## src/rtl/ttb_pkg.sv

```systemverilog
`timescale 1ns / 1ps
// Package for the triangle tangent/binormal unit: widths, controller states,
// datapath operation codes and the command/status structs. No dependencies.
package ttb_pkg;

    localparam int WORD_W   = 32;              // Q16.16 input word
    localparam int DELTA_W  = WORD_W + 1;      // difference of two words
    localparam int PROD_W   = 2 * DELTA_W;     // exact product of two deltas
    localparam int CROSS_W  = PROD_W + 1;      // a*b - c*d
    localparam int MAG_W    = PROD_W;          // magnitude of a cross term
    localparam int NORM_TOP = 29;              // normalized top bit position
    localparam int SCALED_W = NORM_TOP + 1;    // normalized magnitude width
    localparam int SUM_W    = 2 * SCALED_W + 2;
    localparam int ROOT_W   = SUM_W / 2;
    localparam int FRAC_W   = 14;              // Q1.14 output fraction bits
    localparam int QUO_W    = 16;
    localparam int NUM_W    = SCALED_W + FRAC_W + 1;
    localparam int OUT_W    = 16;
    localparam int NUM_PRODS = 14;             // two products for each cross term
    localparam int NUM_TERMS = NUM_PRODS / 2;  // det, three tangent, three binormal
    localparam int NUM_HELD  = 10;

    typedef enum logic [3:0] {
        ST_IDLE,
        ST_DELTA,
        ST_MUL,
        ST_CHECK,
        ST_LOAD,
        ST_SHIFT,
        ST_SQUARE,
        ST_ROOT,
        ST_ROOT_WAIT,
        ST_DIV,
        ST_DIV_WAIT,
        ST_WRITE
    } state_t;

    typedef enum logic [3:0] {
        OP_IDLE,
        OP_STORE,
        OP_DELTA,
        OP_MUL,
        OP_LOAD,
        OP_SHIFT,
        OP_SQUARE,
        OP_ROOT,
        OP_DIVIDE,
        OP_KEEP,
        OP_WRITE_OK,
        OP_WRITE_DEGEN
    } op_t;

    typedef struct packed {
        op_t        op;
        logic [1:0] slot;
        logic [3:0] k;
        logic       vec;
        logic [1:0] comp;
    } cmd_t;

    typedef struct packed {
        logic det_zero;
        logic vec_zero;
        logic shift_done;
        logic root_done;
        logic div_done;
    } status_t;

endpackage

```

## src/rtl/ttb_ctrl.sv

```systemverilog
`timescale 1ns / 1ps
// Controller: vertex slot tracking, the per-triangle sequence and output valid.
// Depends on ttb_pkg for states, operation codes and command/status structs.
module ttb_ctrl (
    input  logic              clk,
    input  logic              rst_n,
    input  logic              in_valid,
    input  logic              first_of_model,
    output logic              in_ready,
    output logic              out_valid,
    input  logic              out_ready,
    output ttb_pkg::cmd_t     cmd,
    input  ttb_pkg::status_t  status
);
    ttb_pkg::state_t state_reg, state_next;
    logic [1:0] slot_reg, slot_next;
    logic [3:0] k_reg, k_next;
    logic       vec_reg, vec_next;
    logic [1:0] comp_reg, comp_next;
    logic       degen_reg, degen_next;
    logic       out_valid_reg, out_valid_next;
    logic [1:0] slot_eff;

    always_ff @(posedge clk or negedge rst_n)
    begin
        if (!rst_n)
        begin
            state_reg     <= ttb_pkg::ST_IDLE;
            slot_reg      <= '0;
            k_reg         <= '0;
            vec_reg       <= 1'b0;
            comp_reg      <= '0;
            degen_reg     <= 1'b0;
            out_valid_reg <= 1'b0;
        end
        else
        begin
            state_reg     <= state_next;
            slot_reg      <= slot_next;
            k_reg         <= k_next;
            vec_reg       <= vec_next;
            comp_reg      <= comp_next;
            degen_reg     <= degen_next;
            out_valid_reg <= out_valid_next;
        end
    end

    assign slot_eff = first_of_model ? 2'd0 : slot_reg;

    // Next state and datapath commands.
    always_comb
    begin
        state_next     = state_reg;
        slot_next      = slot_reg;
        k_next         = k_reg;
        vec_next       = vec_reg;
        comp_next      = comp_reg;
        degen_next     = degen_reg;
        out_valid_next = out_valid_reg && !out_ready;
        in_ready       = 1'b0;
        cmd.op         = ttb_pkg::OP_IDLE;
        cmd.slot       = slot_eff;
        cmd.k          = k_reg;
        cmd.vec        = vec_reg;
        cmd.comp       = comp_reg;

        unique case (state_reg)
            ttb_pkg::ST_IDLE:
            begin
                in_ready = 1'b1;
                if (in_valid)
                begin
                    cmd.op = ttb_pkg::OP_STORE;
                    if (slot_eff == 2'd2)
                    begin
                        slot_next  = 2'd0;
                        state_next = ttb_pkg::ST_DELTA;
                    end
                    else
                        slot_next = slot_eff + 2'd1;
                end
            end
            ttb_pkg::ST_DELTA:
            begin
                cmd.op     = ttb_pkg::OP_DELTA;
                k_next     = '0;
                state_next = ttb_pkg::ST_MUL;
            end
            ttb_pkg::ST_MUL:
            begin
                // The count runs to NUM_PRODS, past the last product, so that the last product reaches its cross term.
                cmd.op = ttb_pkg::OP_MUL;
                k_next = k_reg + 4'd1;
                if (k_reg == 4'(ttb_pkg::NUM_PRODS))
                    state_next = ttb_pkg::ST_CHECK;
            end
            ttb_pkg::ST_CHECK:
            begin
                vec_next = 1'b0;
                if (status.det_zero)
                begin
                    degen_next = 1'b1;
                    state_next = ttb_pkg::ST_WRITE;
                end
                else
                    state_next = ttb_pkg::ST_LOAD;
            end
            ttb_pkg::ST_LOAD:
            begin
                cmd.op     = ttb_pkg::OP_LOAD;
                state_next = ttb_pkg::ST_SHIFT;
            end
            ttb_pkg::ST_SHIFT:
            begin
                k_next = '0;
                if (status.vec_zero)
                begin
                    degen_next = 1'b1;
                    state_next = ttb_pkg::ST_WRITE;
                end
                else if (status.shift_done)
                    state_next = ttb_pkg::ST_SQUARE;
                else
                    cmd.op = ttb_pkg::OP_SHIFT;
            end
            ttb_pkg::ST_SQUARE:
            begin
                cmd.op = ttb_pkg::OP_SQUARE;
                k_next = k_reg + 4'd1;
                if (k_reg == 4'd3)
                    state_next = ttb_pkg::ST_ROOT;
            end
            ttb_pkg::ST_ROOT:
            begin
                cmd.op     = ttb_pkg::OP_ROOT;
                state_next = ttb_pkg::ST_ROOT_WAIT;
            end
            ttb_pkg::ST_ROOT_WAIT:
            begin
                comp_next = '0;
                if (status.root_done)
                    state_next = ttb_pkg::ST_DIV;
            end
            ttb_pkg::ST_DIV:
            begin
                cmd.op     = ttb_pkg::OP_DIVIDE;
                state_next = ttb_pkg::ST_DIV_WAIT;
            end
            ttb_pkg::ST_DIV_WAIT:
            begin
                if (status.div_done)
                begin
                    cmd.op = ttb_pkg::OP_KEEP;
                    if (comp_reg == 2'd2)
                    begin
                        if (!vec_reg)
                        begin
                            vec_next   = 1'b1;
                            state_next = ttb_pkg::ST_LOAD;
                        end
                        else
                        begin
                            degen_next = 1'b0;
                            state_next = ttb_pkg::ST_WRITE;
                        end
                    end
                    else
                    begin
                        comp_next  = comp_reg + 2'd1;
                        state_next = ttb_pkg::ST_DIV;
                    end
                end
            end
            ttb_pkg::ST_WRITE:
            begin
                // Wait until the output register is free.
                if (!out_valid_reg || out_ready)
                begin
                    cmd.op = degen_reg ? ttb_pkg::OP_WRITE_DEGEN : ttb_pkg::OP_WRITE_OK;
                    out_valid_next = 1'b1;
                    degen_next     = 1'b0;
                    state_next     = ttb_pkg::ST_IDLE;
                end
            end
            default:
            begin
                state_next = ttb_pkg::ST_IDLE;
            end
        endcase
    end

    assign out_valid = out_valid_reg;
endmodule

```

## config.mk

```make
export PLATFORM = sky130hd
export DESIGN_NAME = ttb_ctrl
export DESIGN_NICKNAME = d
export VERILOG_FILES = /design/src/rtl/ttb_pkg.sv /design/src/rtl/ttb_ctrl.sv
export SDC_FILE = /design/constraint.sdc
export NUM_CORES = 1
export LEC_CHECK = 0
export BUFFER_PORTS_ARGS = -buffer_cell sky130_fd_sc_hd__buf_4
export CORE_MARGIN = 5
export CORE_UTILIZATION = 40
export CTS_CLUSTER_DIAMETER = 200
export DETAILED_ROUTE_END_ITERATION = 8
export MAX_ROUTING_LAYER = met4
export PLACE_DENSITY = 0.7
export SYNTH_ARGS = -nofsm -noshare
export SYNTH_HDL_FRONTEND = slang
export SYNTH_SLANG_ARGS = --single-unit
```

## constraint.sdc

```tcl
create_clock -name clk -period 2.8 [get_ports clk]
set_input_delay 0.56 -clock clk [delete_from_list [all_inputs] [get_ports clk]]
set_output_delay 0.56 -clock clk [all_outputs]
set_load 0.05 [all_outputs]
```

==> impl_summary.txt, run 1 <==
----------------------------------------------------
[Yosys]
  Syn. warnings ... 0
  Total of flip-flops plus latches after synthesis ... 15
  Post-synthesis sequential area ratio ... 0.316
  Cell accounting for the most synthesized area ... sky130_fd_sc_hd__dfrtp_1
  Top post-synthesis cells by area ... sky130_fd_sc_hd__dfrtp_1 (32%), sky130_fd_sc_hd__o21ai_0 (7.6%), sky130_fd_sc_hd__a21oi_1 (6.3%), sky130_fd_sc_hd__nor2_1 (3.5%), sky130_fd_sc_hd__nor3_1 (3.4%)
  Share of synthesized registers carrying an async set or reset ... 1.00
  EDFF count, synth ... 0
  Mean area per synthesized cell ... 8.36 µm²
  Area of the mapped netlist ... 1190 µm²
  Post-Synthesis Net Count ... 155
  Top_reg_cell synth ... sky130_fd_sc_hd__dfrtp_1
  Proportion of netlist area held by the largest area contributor ... 0.316
  Cell count after synthesis ... 142
  Yosys cell types ... 43

[Clocking]
  Number of buffers on the longest clock path ... 2
  Clock transition at the registers of the reported paths ... 0.10 ns
  Gates resized, CTS repair ... 0
  Clock buffers created by TritonCTS ... 3
  Latest clock arrival within the worst-skew pair ... 0.29 ns
  Hold buffer count at cts ... 0
  Clock tree root buffer cell ... sky130_fd_sc_hd__clkbuf_4
  Number of post-CTS setup repair buffers ... 0
  Clock tree from TritonCTS ... built
  Sink count of the clock tree ... 15
  CTS H-tree lvls ... 1

[Placement]
  Post-placement cell area ... 1380 µm²
  HPWL after DPL ... 2170 µm
  Placer Congestion ... 0.868
  Worst slack at placement ... 0.569 ns
  Quantity of I/O buffers inserted on ports ... 24

[Critical path]
  Crit. path cell count ... 5
  Worst Setup End Kind ... output port
  Biggest cell delay along the critical path ... 0.75 ns
  Top fanout value on the critical path ... 20
  Cell with the largest stage delay on the worst path ... sky130_fd_sc_hd__dfrtp_1
  Cell-by-cell trace of the critical path ... inv_1, nor3_1, a311oi_1, o21ai_0, buf_4
  Top delay family on crit path ... flip-flops
  Critical Path Start Type ... flop
  Path depth of the worst reg2reg path ... 4
  Crit path buf inv count ... 2
  Crit path required time ... 2.24 ns
  Arr. time, crit path ... 2.04 ns
  Type of the worst setup path ... reg2out

[Pwr]
  Static leakage ... 0.606 nW
  Total chip power ... 0.00174 W
  Switching portion of total power ... 0.545
  Net switching power figure ... 0.000949 W
  Proportion of power drawn by the clock network ... 0.074
  Register share of total power ... 0.261
  IR Drop Worst-Case VDD ... 0.555 mV
  Internal Pwr Total ... 0.000794 W
  Logic gate share of total power ... 0.665
  Areal power density over the cells ... 1240 nW/µm²

[STA]
  Maximum frequency from static timing analysis ... 385 MHz
  Post-route fraction of the period consumed by the critical path ... 0.928
  Unrepaired setup endpoints after global routing ... false
  Minimum period implied by the final worst setup slack ... 2.60 ns
  Final slew viol count ... 0
  Setup-failing EPs final ... 0
  Slew @ Worst Pin ... 0.617 ns
  Hold Vio Cnt, Final ... 0
  Setup TNS ... 0 ns
  Max transition margin ... 0.589
  Smallest hold slack ... 0.0990 ns
  Min setup slack post-route ... 0.202 ns
  Clock skew ... 0.0112 ns

[Global routing]
  All-layer global routing usage ... 0.153
  Number of antenna violations at the first check in global routing ... 0
  Global-route congestion overflow total ... 0
  Vias in the first global route ... 1089
  Largest net degree at the start of global routing ... 21
  Global-route wire length before repair ... 5030 µm

[Cells and area]
  Area growth from synthesis to layout ... 18.7%
  Number of nets at the end of the flow ... 177
  Most frequent cells in the layout ... sky130_fd_sc_hd__buf_4 (28), sky130_fd_sc_hd__o21ai_0 (18), sky130_fd_sc_hd__a21oi_1 (15), sky130_fd_sc_hd__dfrtp_1 (15), sky130_fd_sc_hd__nor2_1 (11)
  Share of post-route cells with drive strength above 1 ... 0.233
  Layout fillers ... 254
  Number of diodes ... 0
  Fin area ... 1410 µm²
  Leading cell type in the layout, fill and taps excluded ... sky130_fd_sc_hd__buf_4

[Floorplan]
  Starting Density ... 0.423
  Die area ... 4160 µm²
  Area of the placeable core ... 2810 µm²
  Die outline height ... 64.5 µm
  Overall die width ... 64.5 µm
  IO Pins ... 25
  Std cell rows ... 19

[Route]
  Post-DR vias/cell ... 5.98
  Post-route ant nets ... 0
  Remaining design rule violation count ... 0
  Iter 0 DRT Violations ... 80
  Detailed-route wire length ... 2970 µm
  Number of vias in the routed layout ... 1161
  Number of search-and-repair iterations in the first detailed-routing pass ... 4
  Routed WL per cell ... 15.3 µm

[Job]
  Number of maximum-capacitance constraint violations ... 0

[Min path]
  Tightest Hold Check Type ... in2async

[Status]
  Result of the run ... complete, no violations

----------------------------------------------------
==> cells in the mapped netlist, drive strengths merged (4+ instances only) <==
master / number
a21oi: 15
buf: 7
clkbuf: 4
dfrtp: 15
nand2: 9
nand2b: 6
nand4b: 4
nor2: 11
nor2b: 5
nor3: 8
o21ai: 18
==> power by group through the flow <==
stage	clock (W)	sequential [W]	combinational, W
after floorplan	0	0.000487	0.000837
after global placement	0	0.000449	0.00115
after detailed placement	0	0.000455	0.00116
after CTS	0.000133	0.000452	0.00116
after global routing	0.000140	0.000479	0.00126
final	0.000129	0.000456	0.00116
==> per-layer routing <==
layer	GRT usage	share of wire	vias to the layer above
met5	-	0	-
li1	-	-	563
met3	0.0380	0.065	4
met2	0.241	0.49	40
met1	0.203	0.44	554
met4	0.0237	0.0061	0
==> worst paths after layout <==
path,start,end,slack (ns)
max,state_reg[1],cmd[9],0.20
min,rst_n,state_reg[2],0.1
max reg2reg,state_reg[3],state_reg[3],0.72
min reg2reg,degen_reg,degen_reg,0.52
max in group asynchronous,rst_n,k_reg[2],2.51
min in group clk,degen_reg,degen_reg,0.52
==> kinds of logic after synthesis <==
kind of cell | count (synthesis) | share of synthesized area
compound gates | 44 | 0.234
xor+xnor | 1 | 0.00738
fa+ha+maj | 3 | 0.0316
simple gates | 62 | 0.328
buf+inv | 15 | 0.0579
flops | 15 | 0.316
mux | 2 | 0.0253
==> through the flow <==
| step | utilization | instances |
|---|---|---|
| floorplan | - | 142 |
| global placement | 0.493 | 190 |
| detailed placement | 0.493 | 190 |
| CTS | 0.502 | 194 |
| global route | 0.502 | 194 |
| finish | 0.502 | 194 |
==> worst register-to-register path, delay by kind of cell (launching register included) <==
kind	cells	cell delay, ns
DFF	1	0.71
muxes	1	0.31
and+or+nand+nor	2	0.62
AOI/OAI and AO/OA	1	0.34
==> layout make-up <==
cell class / instances / area, µm² / share of cell area
sequential: 15 / 375 / 0.266
inverter: 4 / 15.0 / 0.0107
clock buffer: 4 / 26.3 / 0.0187
multi-input combinational: 112 / 743 / 0.528
timing repair buffer: 28 / 210 / 0.149
tap: 31 / 38.8 / 0.0275
Note: power is estimated with default switching activity, not from simulation.
==> run 2, diff against run 1 <==
--- a/constraint.sdc
+++ b/constraint.sdc
@@ -3,2 +3,2 @@
 set_output_delay 0.56 -clock clk [all_outputs]
-set_load 0.05 [all_outputs]
+set_load 0.005 [all_outputs]
==> run 2 against run 1 <==
Effect of this change:
- worst hold slack gained 0.018 ns
- largest cell class unchanged
- largest power group unchanged
- clock skew shrank 0.0073 ns
- wire length grew 1.1%
- final area is essentially flat
- core utilization is essentially flat
==> impl_summary.txt, run 2 (synthesis gave the netlist of run 1 again) <==
----------------------------------------------------
[Critical path]
  Type of the worst setup path ... reg2out
  Critical Path Start Type ... flop
  Top fanout value on the critical path ... 27
  Worst Setup End Kind ... output port
  Arr. time, crit path ... 1.88 ns
  Top delay family on crit path ... simple AND/OR/NAND/NOR gates
  Crit path required time ... 2.24 ns
  Biggest cell delay along the critical path ... 0.58 ns
  Cell with the largest stage delay on the worst path ... sky130_fd_sc_hd__dfrtp_2
  Crit path buf inv count ... 1
  Cell-by-cell trace of the critical path ... nor4b_1, and2_1, a311oi_1, o21ai_0, buf_4
  Launching point of the worst reg2reg path ... state_reg[1]
  Crit. Startpoint ... state_reg[3]

[Clocking]
  CTS H-tree lvls ... 1
  Sink count of the clock tree ... 15
  Clock tree from TritonCTS ... built
  Clock tree root buffer cell ... sky130_fd_sc_hd__clkbuf_4
  Number of post-CTS setup repair buffers ... 0
  Clock transition at the registers of the reported paths ... 0.09 ns
  Number of buffers on the longest clock path ... 2
  Latest clock arrival within the worst-skew pair ... 0.28 ns
  Clock buffers created by TritonCTS ... 3

[Cells and area]
  Leading cell type in the layout, fill and taps excluded ... sky130_fd_sc_hd__buf_4
  Area growth from synthesis to layout ... 18.8%
  Share of post-route cells with drive strength above 1 ... 0.239
  Number of diodes ... 0
  Most frequent cells in the layout ... sky130_fd_sc_hd__buf_4 (28), sky130_fd_sc_hd__o21ai_0 (18), sky130_fd_sc_hd__a21oi_1 (15)
  Number of nets at the end of the flow ... 177

[Floorplan]
  Die outline height ... 64.5 µm
  Std cell rows ... 19
  IO Pins ... 25
  Area of the placeable core ... 2810 µm²
  Starting Density ... 0.423
  Die area ... 4160 µm²
  Overall die width ... 64.5 µm

[Route]
  Number of vias in the routed layout ... 1175
  Post-route ant nets ... 0
  Remaining design rule violation count ... 0
  Detailed-route wire length ... 3000 µm
  Post-DR vias/cell ... 6.06
  Number of search-and-repair iterations in the first detailed-routing pass ... 4
  Routed WL per cell ... 15.5 µm
  Iter 0 DRT Violations ... 36

[STA]
  Hold Vio Cnt, Final ... 0
  Minimum period implied by the final worst setup slack ... 2.44 ns
  Clock skew ... 0.00392 ns
  Final slew viol count ... 0
  Post-route fraction of the period consumed by the critical path ... 0.873
  Unrepaired setup endpoints after global routing ... false
  Min setup slack post-route ... 0.357 ns
  Maximum frequency from static timing analysis ... 409 MHz
  Setup TNS ... 0 ns
  Max transition margin ... 0.658
  Setup-failing EPs final ... 0
  Slew @ Worst Pin ... 0.509 ns

[Global routing]
  All-layer global routing usage ... 0.154
  Number of antenna violations at the first check in global routing ... 0
  Vias in the first global route ... 1097
  Largest net degree at the start of global routing ... 28
  Global-route wire length before repair ... 5080 µm
  Global-route congestion overflow total ... 0

[Status]
  Result of the run ... complete, no violations

[Pwr]
  Areal power density over the cells ... 1010 nW/µm²
  IR Drop Worst-Case VDD ... 0.427 mV
  Static leakage ... 0.604 nW

[Placement]
  Worst slack at placement ... 0.493 ns
  Placer Congestion ... 0.822
  HPWL after DPL ... 2230 µm
  Quantity of I/O buffers inserted on ports ... 24

[Min path]
  Tightest Hold Check Type ... in2async

[Job]
  Number of maximum-capacitance constraint violations ... 0

----------------------------------------------------
run 2: cell counts in the layout (fill, tap and decap cells not counted):
Identical to the previous run, type by type.
run 2: worst register-to-register path, stage by stage, from the launching register on:
cell and delay [ns]:
sky130_fd_sc_hd__dfrtp_1 0.63, sky130_fd_sc_hd__buf_4 0.23, sky130_fd_sc_hd__or4bb_1 0.49, sky130_fd_sc_hd__o32a_4 0.22, sky130_fd_sc_hd__nand4_4 0.12, sky130_fd_sc_hd__mux2_4 0.30
run 2: cell type report:
type                            count  area, µm²
Inverter                            4       15.0
Fill cell                         262       1400
Clock buffer                        4       26.3
Tap cell                           31       38.8
Timing Repair Buffer               28        210
Sequential cell                    15        377
Multi-Input combinational cell    112        743
run 2: final timing paths:
| check | to | slack, ns | cells after the start |
|---|---|---|---|
| setup / recovery | cmd[9] | 0.36 | 5 |
| hold / removal | k_reg[1] | 0.12 | 1 |
| setup reg to reg | state_reg[3] | 0.70 | 5 |
| hold reg to reg | degen_reg | 0.52 | 1 |
| max in group asynchronous | state_reg[3] | 2.49 | 1 |
| min in group clk | degen_reg | 0.52 | 1 |
run 2: timing repair:
item                       CTS  global route
setup endpoints to repair    0             1
hold endpoints to repair     0             0
resized for setup            0             1
hold buffers                 0             0
run 2: stage by stage:
step	instances	hold slack, ns	util	total power [W]	area [µm²]
global placement	190	0.431	0.493	0.00128	1380
global route	194	0.113	0.503	0.00157	1410
detailed placement	190	0.431	0.493	0.00131	1380
CTS	194	0.118	0.502	0.00144	1410
finish	194	0.117	0.503	0.00143	1410
floorplan	142	0.264	-	0.00102	1190
run 2: power breakdown:
part | switching (W) | internal (W) | total, W | leakage [nW]
combinational | 0.000420 | 0.000431 | 0.000850 | 0.401
sequential | 0.000152 | 0.000302 | 0.000454 | 0.188
clock | 0.0000713 | 0.0000552 | 0.000127 | 0.0150
run 2: metal layers:
layer / vias up / wire (µm) / track usage
met4: 0 / 13 / 0.0343
met2: 43 / 1460 / 0.254
met5: - / 0 / -
met3: 2 / 218 / 0.0294
li1: 565 / - / -
met1: 565 / 1310 / 0.196
